File: config.mk
export PLATFORM = sky130hd
export DESIGN_NAME = modbus_rtu_slave_request_checker_core
export DESIGN_NICKNAME = d
export VERILOG_FILES = /design/src/sv/rtuchk_pkg.sv /design/src/sv/modbus_rtu_slave_request_checker_core.sv /design/src/sv/rtuchk_cfg_regs.sv /design/src/sv/rtuchk_accum.sv /design/src/sv/rtuchk_check.sv
export SDC_FILE = /design/constraint.sdc
export NUM_CORES = 1
export LEC_CHECK = 0
export BUFFER_PORTS_ARGS = -buffer_cell sky130_fd_sc_hd__buf_4
export CAP_MARGIN = 20
export CELL_PAD_IN_SITES_DETAIL_PLACEMENT = 0
export CELL_PAD_IN_SITES_GLOBAL_PLACEMENT = 1
export CORE_ASPECT_RATIO = 1.25
export CORE_UTILIZATION = 50
export DETAILED_ROUTE_END_ITERATION = 7
export PLACE_DENSITY = 0.82
export SYNTH_ARGS = -nofsm -noshare
export SYNTH_HDL_FRONTEND = slang
export SYNTH_HIERARCHICAL = 1
export SYNTH_SLANG_ARGS = --single-unit
File: constraint.sdc
create_clock -name clk -period 10.98 [get_ports clk]
set_input_delay 2.196 -clock clk [delete_from_list [all_inputs] [get_ports clk]]
set_output_delay 2.196 -clock clk [all_outputs]
set_load 0.005 [all_outputs]
File: src/sv/rtuchk_pkg.sv
`timescale 1ns / 1ps
`default_nettype none
package rtuchk_pkg;

	localparam int MAX_FRAME_DEF = 256;
	localparam int MIN_FRAME_DEF = 5;

	localparam int HDR_BYTES = 6;
	localparam int HDR_IDX_W = 3;
	localparam int COUNT_W   = 9;
	localparam int APB_AW    = 5;
	localparam int APB_DW    = 32;
	localparam int IN_DW     = 8;
	localparam int OUT_DW    = 88;

	localparam logic [COUNT_W-1:0] COUNT_SAT = 9'd511;
	localparam logic [15:0] CRC_INIT    = 16'hFFFF;
	localparam logic [15:0] CRC_POLY    = 16'hA001;
	localparam logic [15:0] COIL_ON     = 16'hFF00;
	localparam logic [15:0] COIL_OFF    = 16'h0000;
	localparam logic [7:0]  FC_EXC_FLAG = 8'h80;

	// register indexes
	localparam logic [2:0] REG_OWN_ADDR  = 3'd0;
	localparam logic [2:0] REG_REG_MIN   = 3'd1;
	localparam logic [2:0] REG_REG_MAX   = 3'd2;
	localparam logic [2:0] REG_COIL_MIN  = 3'd3;
	localparam logic [2:0] REG_COIL_MAX  = 3'd4;

	localparam logic [7:0]  DEF_OWN_ADDR = 8'd1;
	localparam logic [15:0] DEF_REG_MIN  = 16'd1;
	localparam logic [15:0] DEF_REG_MAX  = 16'd125;
	localparam logic [15:0] DEF_COIL_MIN = 16'd1;
	localparam logic [15:0] DEF_COIL_MAX = 16'd2000;

	// function codes
	localparam logic [7:0] FC_READ_COILS  = 8'd1;
	localparam logic [7:0] FC_READ_REGS   = 8'd3;
	localparam logic [7:0] FC_WRITE_COIL  = 8'd5;
	localparam logic [7:0] FC_WRITE_REG   = 8'd6;
	localparam logic [7:0] FC_WRITE_REGS  = 8'd16;

	// outcome codes
	localparam logic [2:0] OUT_OK        = 3'd0;
	localparam logic [2:0] OUT_NOT_ADDR  = 3'd1;
	localparam logic [2:0] OUT_BAD_FRAME = 3'd2;
	localparam logic [2:0] OUT_ILL_FUNC  = 3'd3;
	localparam logic [2:0] OUT_ILL_DATA  = 3'd4;

	// exception codes
	localparam logic [1:0] EXC_NONE      = 2'd0;
	localparam logic [1:0] EXC_ILL_FUNC  = 2'd1;
	localparam logic [1:0] EXC_ILL_DATA  = 2'd3;

	typedef struct packed {
		logic [7:0]  own_address;
		logic [15:0] reg_count_min;
		logic [15:0] reg_count_max;
		logic [15:0] coil_count_min;
		logic [15:0] coil_count_max;
	} cfg_t;

	typedef struct packed {
		logic [HDR_BYTES-1:0][7:0] hdr;
		logic [15:0]               crc;
		logic [COUNT_W-1:0]        count;
	} frame_t;

	// first member sits in the highest bits
	typedef struct packed {
		logic [2:0]  pad;
		logic [15:0] reply_crc;
		logic [1:0]  exception_code;
		logic [15:0] write_value;
		logic [15:0] data_count;
		logic [15:0] data_addr;
		logic [7:0]  function_code;
		logic [7:0]  slave_addr;
		logic [2:0]  outcome;
	} res_t;

	function automatic logic [15:0] crc_byte(input logic [15:0] crc_in, input logic [7:0] b);
		logic [15:0] c;
		c = crc_in ^ {8'h00, b};
		for (int i = 0; i < 8; i++) begin
			c = c[0] ? ((c >> 1) ^ CRC_POLY) : (c >> 1);
		end
		return c;
	endfunction

endpackage
`default_nettype wire

File: src/sv/modbus_rtu_slave_request_checker_core.sv
`timescale 1ns / 1ps
`default_nettype none
// the last byte of a frame is registered in the frame-end register, then judged into the output register
// throughput: one byte per cycle, frames back to back, while the output takes verdicts; set by the byte-wide crc update
// the output register and the frame-end register let input run while a verdict waits
// reset: arst_n asynchronous active low; crc, byte count, header and valids clear,
// registers return to own_address 1, reg counts 1..125, coil counts 1..2000
module modbus_rtu_slave_request_checker_core #(
	parameter int MAX_FRAME = rtuchk_pkg::MAX_FRAME_DEF,
	parameter int MIN_FRAME = rtuchk_pkg::MIN_FRAME_DEF
) (
	input  wire logic                          clk,
	input  wire logic                          arst_n,
	input  wire logic                          s_tvalid,
	output logic                               s_tready,
	input  wire logic [rtuchk_pkg::IN_DW-1:0]  s_tdata,  // [7:0] rx_byte
	input  wire logic                          s_tlast,  // frame_end
	output logic                               m_tvalid,
	input  wire logic                          m_tready,
	// [2:0] outcome, [10:3] slave_addr, [18:11] function_code, [34:19] data_addr,
	// [50:35] data_count, [66:51] write_value, [68:67] exception_code,
	// [84:69] reply_crc, [87:85] zero
	output logic      [rtuchk_pkg::OUT_DW-1:0] m_tdata,
	input  wire logic                          psel,
	input  wire logic                          penable,
	input  wire logic                          pwrite,
	input  wire logic [rtuchk_pkg::APB_AW-1:0] paddr,
	input  wire logic [rtuchk_pkg::APB_DW-1:0] pwdata,
	output logic      [rtuchk_pkg::APB_DW-1:0] prdata,
	output logic                               pready
);
	import rtuchk_pkg::*;

	cfg_t   cfg;
	frame_t frame;
	logic   frame_valid;
	logic   pop;

	rtuchk_cfg_regs u_cfg (
		.clk     (clk),
		.arst_n  (arst_n),
		.psel    (psel),
		.penable (penable),
		.pwrite  (pwrite),
		.paddr   (paddr),
		.pwdata  (pwdata),
		.prdata  (prdata),
		.pready  (pready),
		.cfg     (cfg)
	);

	rtuchk_accum u_accum (
		.clk         (clk),
		.arst_n      (arst_n),
		.s_tvalid    (s_tvalid),
		.s_tready    (s_tready),
		.s_tdata     (s_tdata),
		.s_tlast     (s_tlast),
		.pop         (pop),
		.frame_valid (frame_valid),
		.frame       (frame)
	);

	rtuchk_check #(
		.MAX_FRAME (MAX_FRAME),
		.MIN_FRAME (MIN_FRAME)
	) u_check (
		.clk         (clk),
		.arst_n      (arst_n),
		.cfg         (cfg),
		.frame_valid (frame_valid),
		.frame       (frame),
		.pop         (pop),
		.m_tvalid    (m_tvalid),
		.m_tready    (m_tready),
		.m_tdata     (m_tdata)
	);

endmodule
`default_nettype wire

File: src/sv/rtuchk_cfg_regs.sv
`timescale 1ns / 1ps
`default_nettype none
module rtuchk_cfg_regs (
	input  wire logic                       clk,
	input  wire logic                       arst_n,
	input  wire logic                       psel,
	input  wire logic                       penable,
	input  wire logic                       pwrite,
	input  wire logic [rtuchk_pkg::APB_AW-1:0] paddr,
	input  wire logic [rtuchk_pkg::APB_DW-1:0] pwdata,
	output logic      [rtuchk_pkg::APB_DW-1:0] prdata,
	output logic                            pready,
	output rtuchk_pkg::cfg_t                cfg
);
	import rtuchk_pkg::*;

	cfg_t       cfg_q;
	logic       wr_en;
	logic [2:0] reg_idx;

	assign pready  = 1'b1;
	assign reg_idx = paddr[4:2];
	assign wr_en   = psel & penable & pwrite & pready;
	assign cfg     = cfg_q;

	always_ff @(posedge clk or negedge arst_n) begin
		if (!arst_n) begin
			cfg_q.own_address    <= DEF_OWN_ADDR;
			cfg_q.reg_count_min  <= DEF_REG_MIN;
			cfg_q.reg_count_max  <= DEF_REG_MAX;
			cfg_q.coil_count_min <= DEF_COIL_MIN;
			cfg_q.coil_count_max <= DEF_COIL_MAX;
		end else if (wr_en) begin
			case (reg_idx)
				REG_OWN_ADDR: cfg_q.own_address    <= pwdata[7:0];
				REG_REG_MIN:  cfg_q.reg_count_min  <= pwdata[15:0];
				REG_REG_MAX:  cfg_q.reg_count_max  <= pwdata[15:0];
				REG_COIL_MIN: cfg_q.coil_count_min <= pwdata[15:0];
				REG_COIL_MAX: cfg_q.coil_count_max <= pwdata[15:0];
				default: ;
			endcase
		end
	end

	always_comb begin
		case (reg_idx)
			REG_OWN_ADDR: prdata = {24'h000000, cfg_q.own_address};
			REG_REG_MIN:  prdata = {16'h0000, cfg_q.reg_count_min};
			REG_REG_MAX:  prdata = {16'h0000, cfg_q.reg_count_max};
			REG_COIL_MIN: prdata = {16'h0000, cfg_q.coil_count_min};
			REG_COIL_MAX: prdata = {16'h0000, cfg_q.coil_count_max};
			default:      prdata = '0;
		endcase
	end

endmodule
`default_nettype wire

File: src/sv/rtuchk_accum.sv
`timescale 1ns / 1ps
`default_nettype none
module rtuchk_accum (
	input  wire logic                      clk,
	input  wire logic                      arst_n,
	input  wire logic                      s_tvalid,
	output logic                           s_tready,
	input  wire logic [rtuchk_pkg::IN_DW-1:0] s_tdata,
	input  wire logic                      s_tlast,
	input  wire logic                      pop,
	output logic                           frame_valid,
	output rtuchk_pkg::frame_t             frame
);
	import rtuchk_pkg::*;

	logic [15:0]               crc_q;
	logic [COUNT_W-1:0]        count_q;
	logic [HDR_BYTES-1:0][7:0] hdr_q;
	logic                      valid_s1;
	frame_t                    frame_s1;

	logic                      accept;
	frame_t                    nxt;

	assign s_tready    = !valid_s1 || pop;
	assign accept      = s_tvalid && s_tready;
	assign frame_valid = valid_s1;
	assign frame       = frame_s1;

	always_comb begin
		nxt.crc   = crc_byte(crc_q, s_tdata);
		nxt.count = (count_q == COUNT_SAT) ? count_q : count_q + 9'd1;
		nxt.hdr   = hdr_q;
		if (count_q < 9'(HDR_BYTES)) begin
			nxt.hdr[count_q[HDR_IDX_W-1:0]] = s_tdata;
		end
	end

	// running frame state
	always_ff @(posedge clk or negedge arst_n) begin
		if (!arst_n) begin
			crc_q   <= CRC_INIT;
			count_q <= '0;
			hdr_q   <= '0;
		end else if (accept) begin
			if (s_tlast) begin
				crc_q   <= CRC_INIT;
				count_q <= '0;
				hdr_q   <= '0;
			end else begin
				crc_q   <= nxt.crc;
				count_q <= nxt.count;
				hdr_q   <= nxt.hdr;
			end
		end
	end

	always_ff @(posedge clk or negedge arst_n) begin
		if (!arst_n) begin
			valid_s1 <= 1'b0;
		end else if (s_tready) begin
			valid_s1 <= accept && s_tlast;
		end
	end

	always_ff @(posedge clk) begin
		if (accept && s_tlast) begin
			frame_s1 <= nxt;
		end
	end

	a_clear_after_last: assert property (@(posedge clk) disable iff (!arst_n)
		accept && s_tlast |=> crc_q == CRC_INIT && count_q == '0 && hdr_q == '0)
		else $error("frame state not cleared after last byte");

	a_s1_holds: assert property (@(posedge clk) disable iff (!arst_n)
		valid_s1 && !pop |=> valid_s1 && $stable(frame_s1))
		else $error("pending frame lost or changed");

	a_s1_count: assert property (@(posedge clk) disable iff (!arst_n)
		valid_s1 |-> frame_s1.count != '0)
		else $error("finished frame with zero bytes");

endmodule
`default_nettype wire

File: src/sv/rtuchk_check.sv
`timescale 1ns / 1ps
`default_nettype none
module rtuchk_check #(
	parameter int MAX_FRAME = rtuchk_pkg::MAX_FRAME_DEF,
	parameter int MIN_FRAME = rtuchk_pkg::MIN_FRAME_DEF
) (
	input  wire logic                        clk,
	input  wire logic                        arst_n,
	input  rtuchk_pkg::cfg_t                 cfg,
	input  wire logic                        frame_valid,
	input  rtuchk_pkg::frame_t               frame,
	output logic                             pop,
	output logic                             m_tvalid,
	input  wire logic                        m_tready,
	output logic [rtuchk_pkg::OUT_DW-1:0]    m_tdata
);
	import rtuchk_pkg::*;

	localparam logic [COUNT_W-1:0] MIN_CNT = COUNT_W'(MIN_FRAME);
	localparam logic [COUNT_W-1:0] MAX_CNT = COUNT_W'(MAX_FRAME);

	res_t        res;
	res_t        res_q;
	logic        m_valid_q;
	logic [7:0]  sa;
	logic [7:0]  fc;
	logic [15:0] w23;
	logic [15:0] w45;
	logic [15:0] c1;
	logic [15:0] c2;

	assign sa  = frame.hdr[0];
	assign fc  = frame.hdr[1];
	assign w23 = {frame.hdr[2], frame.hdr[3]};
	assign w45 = {frame.hdr[4], frame.hdr[5]};

	always_comb begin
		res               = '0;
		res.slave_addr    = sa;
		res.function_code = fc;
		if (sa != cfg.own_address) begin
			res.outcome = OUT_NOT_ADDR;
		end else if (frame.count < MIN_CNT || frame.count > MAX_CNT || frame.crc != 16'h0000) begin
			res.outcome = OUT_BAD_FRAME;
		end else begin
			case (fc)
				FC_READ_COILS: begin
					res.data_addr  = w23;
					res.data_count = w45;
					if (w45 < cfg.coil_count_min || w45 > cfg.coil_count_max) begin
						res.outcome        = OUT_ILL_DATA;
						res.exception_code = EXC_ILL_DATA;
					end
				end
				FC_READ_REGS, FC_WRITE_REGS: begin
					res.data_addr  = w23;
					res.data_count = w45;
					if (w45 < cfg.reg_count_min || w45 > cfg.reg_count_max) begin
						res.outcome        = OUT_ILL_DATA;
						res.exception_code = EXC_ILL_DATA;
					end
				end
				FC_WRITE_COIL: begin
					res.data_addr   = w23;
					res.data_count  = 16'd1;
					res.write_value = w45;
					if (w45 != COIL_OFF && w45 != COIL_ON) begin
						res.outcome        = OUT_ILL_DATA;
						res.exception_code = EXC_ILL_DATA;
					end
				end
				FC_WRITE_REG: begin
					res.data_addr   = w23;
					res.data_count  = 16'd1;
					res.write_value = w45;
				end
				default: begin
					res.outcome        = OUT_ILL_FUNC;
					res.exception_code = EXC_ILL_FUNC;
				end
			endcase
		end
		if (res.exception_code != EXC_NONE) begin
			res.reply_crc = crc_byte(c2, {6'b000000, res.exception_code});
		end
	end

	// crc of the exception reply: address, flagged code, exception code
	assign c1 = crc_byte(CRC_INIT, sa);
	assign c2 = crc_byte(c1, fc + FC_EXC_FLAG);

	assign pop      = !m_valid_q || m_tready;
	assign m_tvalid = m_valid_q;
	assign m_tdata  = res_q;

	always_ff @(posedge clk or negedge arst_n) begin
		if (!arst_n) begin
			m_valid_q <= 1'b0;
		end else if (pop) begin
			m_valid_q <= frame_valid;
		end
	end

	always_ff @(posedge clk) begin
		if (pop && frame_valid) begin
			res_q <= res;
		end
	end

	a_ok_no_exc: assert property (@(posedge clk) disable iff (!arst_n)
		m_valid_q && res_q.outcome == OUT_OK |->
		res_q.exception_code == EXC_NONE && res_q.reply_crc == 16'h0000)
		else $error("accepted request carries an exception");

	a_ill_func: assert property (@(posedge clk) disable iff (!arst_n)
		m_valid_q && res_q.outcome == OUT_ILL_FUNC |->
		res_q.exception_code == EXC_ILL_FUNC && res_q.data_addr == 16'h0000)
		else $error("illegal function verdict inconsistent");

	a_reject_clean: assert property (@(posedge clk) disable iff (!arst_n)
		m_valid_q && (res_q.outcome == OUT_NOT_ADDR || res_q.outcome == OUT_BAD_FRAME) |->
		res_q.data_count == 16'h0000 && res_q.exception_code == EXC_NONE)
		else $error("rejected frame carries decoded fields");

endmodule
`default_nettype wire

## Word level (Yosys, flattened, before mapping)

Cells that the tools add are included.

- Bits in registers: 305
- Input bits: 53
- Output and inout port bits: 123
- Logic and storage cells: 177

- Add/subtract/negate cells: 2
- Magnitude comparators: 9
- Equal/unequal tests: 12
- Mux-type cells: 54
- Bitwise logic cells: 39
- Reductions and logical operators: 28

Operator list:

| cell | count |
|---|---|
| $mux 16 | 33 |
| $mux 50 | 2 |
| $mux 48 | 2 |
| $not 2->3 | 32 |
| $pmux 16 s5 | 1 |
| $pmux 32 s2 | 1 |
| $bwmux 48 | 1 |
| $gt 16x16->1 | 2 |
| $lt 16x16->1 | 2 |
| $reduce_bool 16->1 | 2 |
| $xor 16x8->16 | 2 |
| $demux 8 s3 | 1 |
| $lt 9x3->1 const B | 2 |
| $mux 9 | 2 |
| $eq 8x3->1 const B | 2 |
| $ne 16x16->1 const B | 1 |
| $not 8->16 | 1 |
| $xor 16x2->16 | 1 |
| $mux 14 | 1 |
| $pmux 3 s4 | 1 |
| $reduce_and 2->1 | 6 |
| $add 9x1->9 const B | 1 |
| $eq 9x9->1 const B | 1 |
| $gt 9x9->1 const B | 1 |
| other kinds (23) | 43 |

## Longest topological paths before layout

- Word-level depth: 51
- Depth in mapped cells: 10
- Gate-level depth less buffers: 9

## By module

The synthesis kept the hierarchy.

Modules (own cells, without submodules):

| module | instances | cells an instance | area each (um^2) | sequential area each (um^2) |
|---|---|---|---|---|
| rtuchk_accum | 1 | 424 | 6160.9 | 4063.9 |
| rtuchk_check | 1 | 482 | 5326.4 | 2577.5 |
| rtuchk_cfg_regs | 1 | 248 | 3427.0 | 1820.5 |

## Worst setup path before layout

No wires, ideal clock.

- Kind: input-to-reg
- From: in m_tready
- To: reg u_accum.frame_s1, in the netlist u_accum/frame[0] (enable)
- Setup time: 0.508 ns
- Arrival: 5.958 ns
- Data required time: 10.472 ns
- Setup slack: 4.514 ns
- Stages: 5
- Path buffers: 1
- Path through: nand2b_1 nand2b_1 nand2_1 clkbuf_1 nor2_1

- Longest elaborated chain between the ends: 4

RTL lines:

| what | line | source |
|---|---|---|
| start, declared | modbus_rtu_slave_request_checker_core.sv:19 | `input wire logic m_tready,` |
| $logic_or 1x1->1 | rtuchk_check.sv:92 | `assign pop = !m_valid_q \|\| m_tready;` |
| $logic_or 1x1->1 | rtuchk_accum.sv:25 | `assign s_tready = !valid_s1 \|\| pop;` |
| named net s_tready | modbus_rtu_slave_request_checker_core.sv:15 | `output logic s_tready,` |
| $logic_and 1x1->1 | rtuchk_accum.sv:26 | `assign accept = s_tvalid && s_tready;` |
| $logic_and 1x1->1 | rtuchk_accum.sv:67 | `if (accept && s_tlast) begin` |
| end signal, assigned | rtuchk_accum.sv:68 | `frame_s1 <= nxt;` |
| end, declared | rtuchk_accum.sv:20 | `frame_t frame_s1;` |

The timed path passes the listed nets, and every way through them passes these cells.
A chain may end at the register's enable or synchronous reset.

## Worst setup path in the final report

- From: in paddr[2] (netlist bit)
- To: out prdata[1] (netlist bit)

- Longest elaborated chain between the ends: 2
- Elaborated cells between the ends (all ways): 6
- Classes of those cells: eq/ne: 4; mux: 1; reduce/logical: 1

RTL lines:

| what | line | source |
|---|---|---|
| start, declared | modbus_rtu_slave_request_checker_core.sv:27 | `input wire logic [rtuchk_pkg::APB_AW-1:0] paddr,` |
| $eq 3x3->1, or another cell as far along | rtuchk_cfg_regs.sv:46 | `case (reg_idx)` |
| $pmux 16 s5 * | rtuchk_cfg_regs.sv:46 |  |
| end, declared | modbus_rtu_slave_request_checker_core.sv:29 | `output logic [rtuchk_pkg::APB_DW-1:0] prdata,` |

Every way passes the cells marked *; elsewhere a longest branch is shown, timed or not.

==> run_results.csv <==
group,metric,value,unit
floorplanning,die_y,195.1,um
floorplanning,dieWidth,156.5,um
sta,rsz0062_at_grt,"false",
synthesis,ys_ff_latch,305,
layout,layout_common_cells,"edfxtp_1 (158), buf_4 (141), mux2_2 (129)",
setup_path,crit_top_cell,"buf_4",
global_routing,track_usage,22.85,%
floorplanning,start_util,50.98,%
route,routed_via_density,5.580,
clock_tree,cts-root-buf,"clkbuf_16",
setup_path,worstReg2RegStart,"u_accum/frame[62]$_DFFE_PP_",
sta,fin_crit_sh,56.34,%
global_routing,grt_antenna_before_repair,0,
setup_path,crit_fanout,22,
synthesis,synth_edf_count,158,
placement,port_buffers,137,
setup_path,ff2ff_setup_slack,7.55,ns
floorplanning,io_pins,176,
sta,period_needed,6.186,ns
clock_tree,clock_path_buffers,3,
clock_tree,cts_htree_levels,1,
clock_tree,ctsHoldBuffers,0,
synthesis,yosysWarnings,6,
sta,timing.final.ws_setup,4.794,ns
sta,fin_skew,0.02563,ns
placement,gp_congestion,0.8412,
global_routing,grt_pass1_vias,9508,
setup_path,path_cells,"buf_4, and2b_1, a22oi_1, o21ai_0, buf_4",
synthesis,synth_top_area_share,31.81,%
synthesis,ys_types,68,
route,wirelength,34.22,mm
clock_tree,numCtsBuffers,31,
run,cap_violations,0,
sta,tightestPinTransition,1.103,ns
setup_path,arrival,3.99,ns
clock_tree,cts_tree,"built",
sta,hold_viol,0,
setup_path,critPathMaxStageDelay,0.76,ns
layout,final_nets,1405,
clock_tree,cts.reportedPaths.clkPinSlew,0.06,ns
status,outcome,"finished clean",
global_routing,grt_max_degree,82,
setup_path,timing.rr.end,"u_check/m_tdata[72]$_SDFFCE_PP0P_",
layout,final_common_cell,"edfxtp_1",
layout,area_delta_synth_final,16.45,%
layout,finalInstanceArea,17370,sq um
pwr,peakVddDrop,0.1427,mV
floorplanning,rows,70,
placement,pre_cts_slack,4.840,ns
floorplanning,die-area,30530,sq um
clock_tree,post_cts_resize_count,0,
setup_path,required,8.78,ns
setup_path,crit_slowest_cell,"and2b_1",
pwr,power_density,192.2,nW/um^2
route,drcViolationCount,0,
setup_path,setup.worst_path.start,"paddr[2]",
sta,relSlewSlack,26.42,%
synthesis,yosys.area.top_type,"edfxtp_1",
synthesis,yosys_most_used_dff,"edfxtp_1",
global_routing,grt_first_pass_wirelength,53.39,mm
synthesis,yosysSeqAreaShare,56.74,%
sta,hold_slack,0.4629,ns
clock_tree,postCtsSetupBuffers,0,
synthesis,synth_cells,1154,
placement,dpl_cell_area,16200,sq um
route,postRouteAntennaNets,0,
setup_path,start_kind,"primary input",
layout,diodes,0,
sta,slew_viol_final,0,
sta,fin_setup_tns,0,ns
synthesis,async_flop_share,48.20,%
synthesis,ys_top_cells_by_area,"edfxtp_1 (32%), dfrtp_1 (19%), mux2_2 (9.7%)",
route,first_iter_violations,509,
synthesis,syn_area,14910,sq um
route,dr.pass1.iters,4,
pwr,power_leakage,7.220,nW
global_routing,grt-ovfl-total,0,
setup_path,reg2reg_depth,8,
hold_path,worstHoldPathType,"flop to flop",
floorplanning,coreArea,29250,sq um
setup_path,endpoint,"prdata[1]",
clock_tree,clkSinkCount,305,
route,vias,9498,
synthesis,synth.avg_cell_area,12.92,sq um
clock_tree,clk_latency,0.59,ns
sta,fmax,0.1617,GHz
sta,setup_violations,0,
placement,post-dp-hpwl,23.68,mm
pwr,fin_total_pwr,3.337,mW
setup_path,critical_path_class,"primary input to primary output",
layout,drive_above_1_share,28.87,%
route,wire_per_inst,20.11,um
setup_path,setup.worst_path.end_class,"primary output",
[Yosys cell counts (4+ instances only)]
master / n
o22ai_1: 10
mux2i_1: 8
clkbuf_1: 32
or3_1: 5
dfstp_2: 31
a22oi_1: 24
inv_1: 76
a22o_1: 42
buf_4: 25
mux2_2: 129
a31oi_1: 6
a21o_1: 10
xor2_1: 12
a32oi_1: 8
and2_1: 51
xnor2_1: 44
o21ai_0: 39
buf_2: 5
nand2_1: 43
a211oi_1: 6
nor4_1: 9
edfxtp_1: 158
nand2b_1: 9
nand3_1: 9
o22a_1: 8
a21oi_1: 26
nor4b_1: 4
ha_1: 71
dfrtp_1: 116
nand4_1: 23
nor3_1: 13
nor2_1: 39
[metrics by stage]
step	cells	utilization, %
finish	1702	59.37
global route	1702	59.37
CTS	1701	59.32
detailed placement	1643	55.36
global placement	1643	55.36
floorplan	1171	-
[worst max-delay path: cells and delay by family]
family,cells,cell delay (ns)
AOI/OAI and AO/OA,2,0.59
buffers and inverters,2,0.42
and+or+nand+nor,1,0.76
[registers in the layout, indices dropped and copies added (netlist names)]
name,flops
u_cfg/cfg,72
u_accum/hdr_q,48
u_accum/frame_valid,1
u_accum/frame,73
u_accum/crc_q,16
u_accum/count_q,9
u_check/m_tdata,85
u_check/m_tvalid,1
[cells by family (layout without fill, tap and decap cells)]
logic type	Yosys count	after routing	synth area share, %
AO/OA/AOI/OAI	204	204	9.715
XOR/XNOR	59	59	3.700
adder cells (fa/ha/maj)	71	71	5.956
buffers and inverters	143	278	4.421
flip-flops	305	305	56.74
multiplexers	137	137	10.28
other	3	20	0.07550
AND/OR/NAND/NOR	232	232	9.119
[routing by layer]
layer	vias to the layer above	part of all wire (%)	global-route usage, %
met3	55	4.8	2.974
met5	-	0	0
met4	0	2.9	8.097
li1	4458	-	-
met1	4699	41	28.94
met2	286	51	39.93
[cell type report]
type / count / area, sq um
Fill cell: 2390 / 11890
Sequential cell: 305 / 8462
Multi-Input combinational cell: 723 / 5879
Timing Repair Buffer: 143 / 1085
Clock buffer: 37 / 818.3
Tap cell: 396 / 495.5
Clock inverter: 21 / 339.1
Inverter: 77 / 289.0
[worst min path at each step]
| stage | start | endpoint | cells past startpoint |
|---|---|---|---|
| 6_report | u_accum/crc_q[4]$_DFFE_PN1P_ | u_accum/crc_q[4]$_DFFE_PN1P_ | 2 |
| 5_1_grt | u_accum/crc_q[5]$_DFFE_PN1P_ | u_accum/crc_q[5]$_DFFE_PN1P_ | 2 |
| 4_1_cts | u_accum/crc_q[5]$_DFFE_PN1P_ | u_accum/crc_q[5]$_DFFE_PN1P_ | 2 |
| 3_5_place_dp | u_accum/crc_q[5]$_DFFE_PN1P_ | u_accum/crc_q[5]$_DFFE_PN1P_ | 2 |
| 3_3_place_gp | u_accum/frame[38]$_DFFE_PP_ | u_check/m_tdata[16]$_DFFE_PP_ | 0 |
| 2_1_floorplan | u_accum/frame[38]$_DFFE_PP_ | u_check/m_tdata[16]$_DFFE_PP_ | 0 |
[power by group]
part,total [mW],internal [mW],switching (mW),leakage [nW]
Combinational,0.634,0.311,0.323,3.30
Sequential,1.52,1.40,0.120,3.37
Clock,1.18,0.724,0.457,0.557
Total,3.34,2.44,0.900,7.22
No activity file was read; power rests on OpenSTA's default activity.
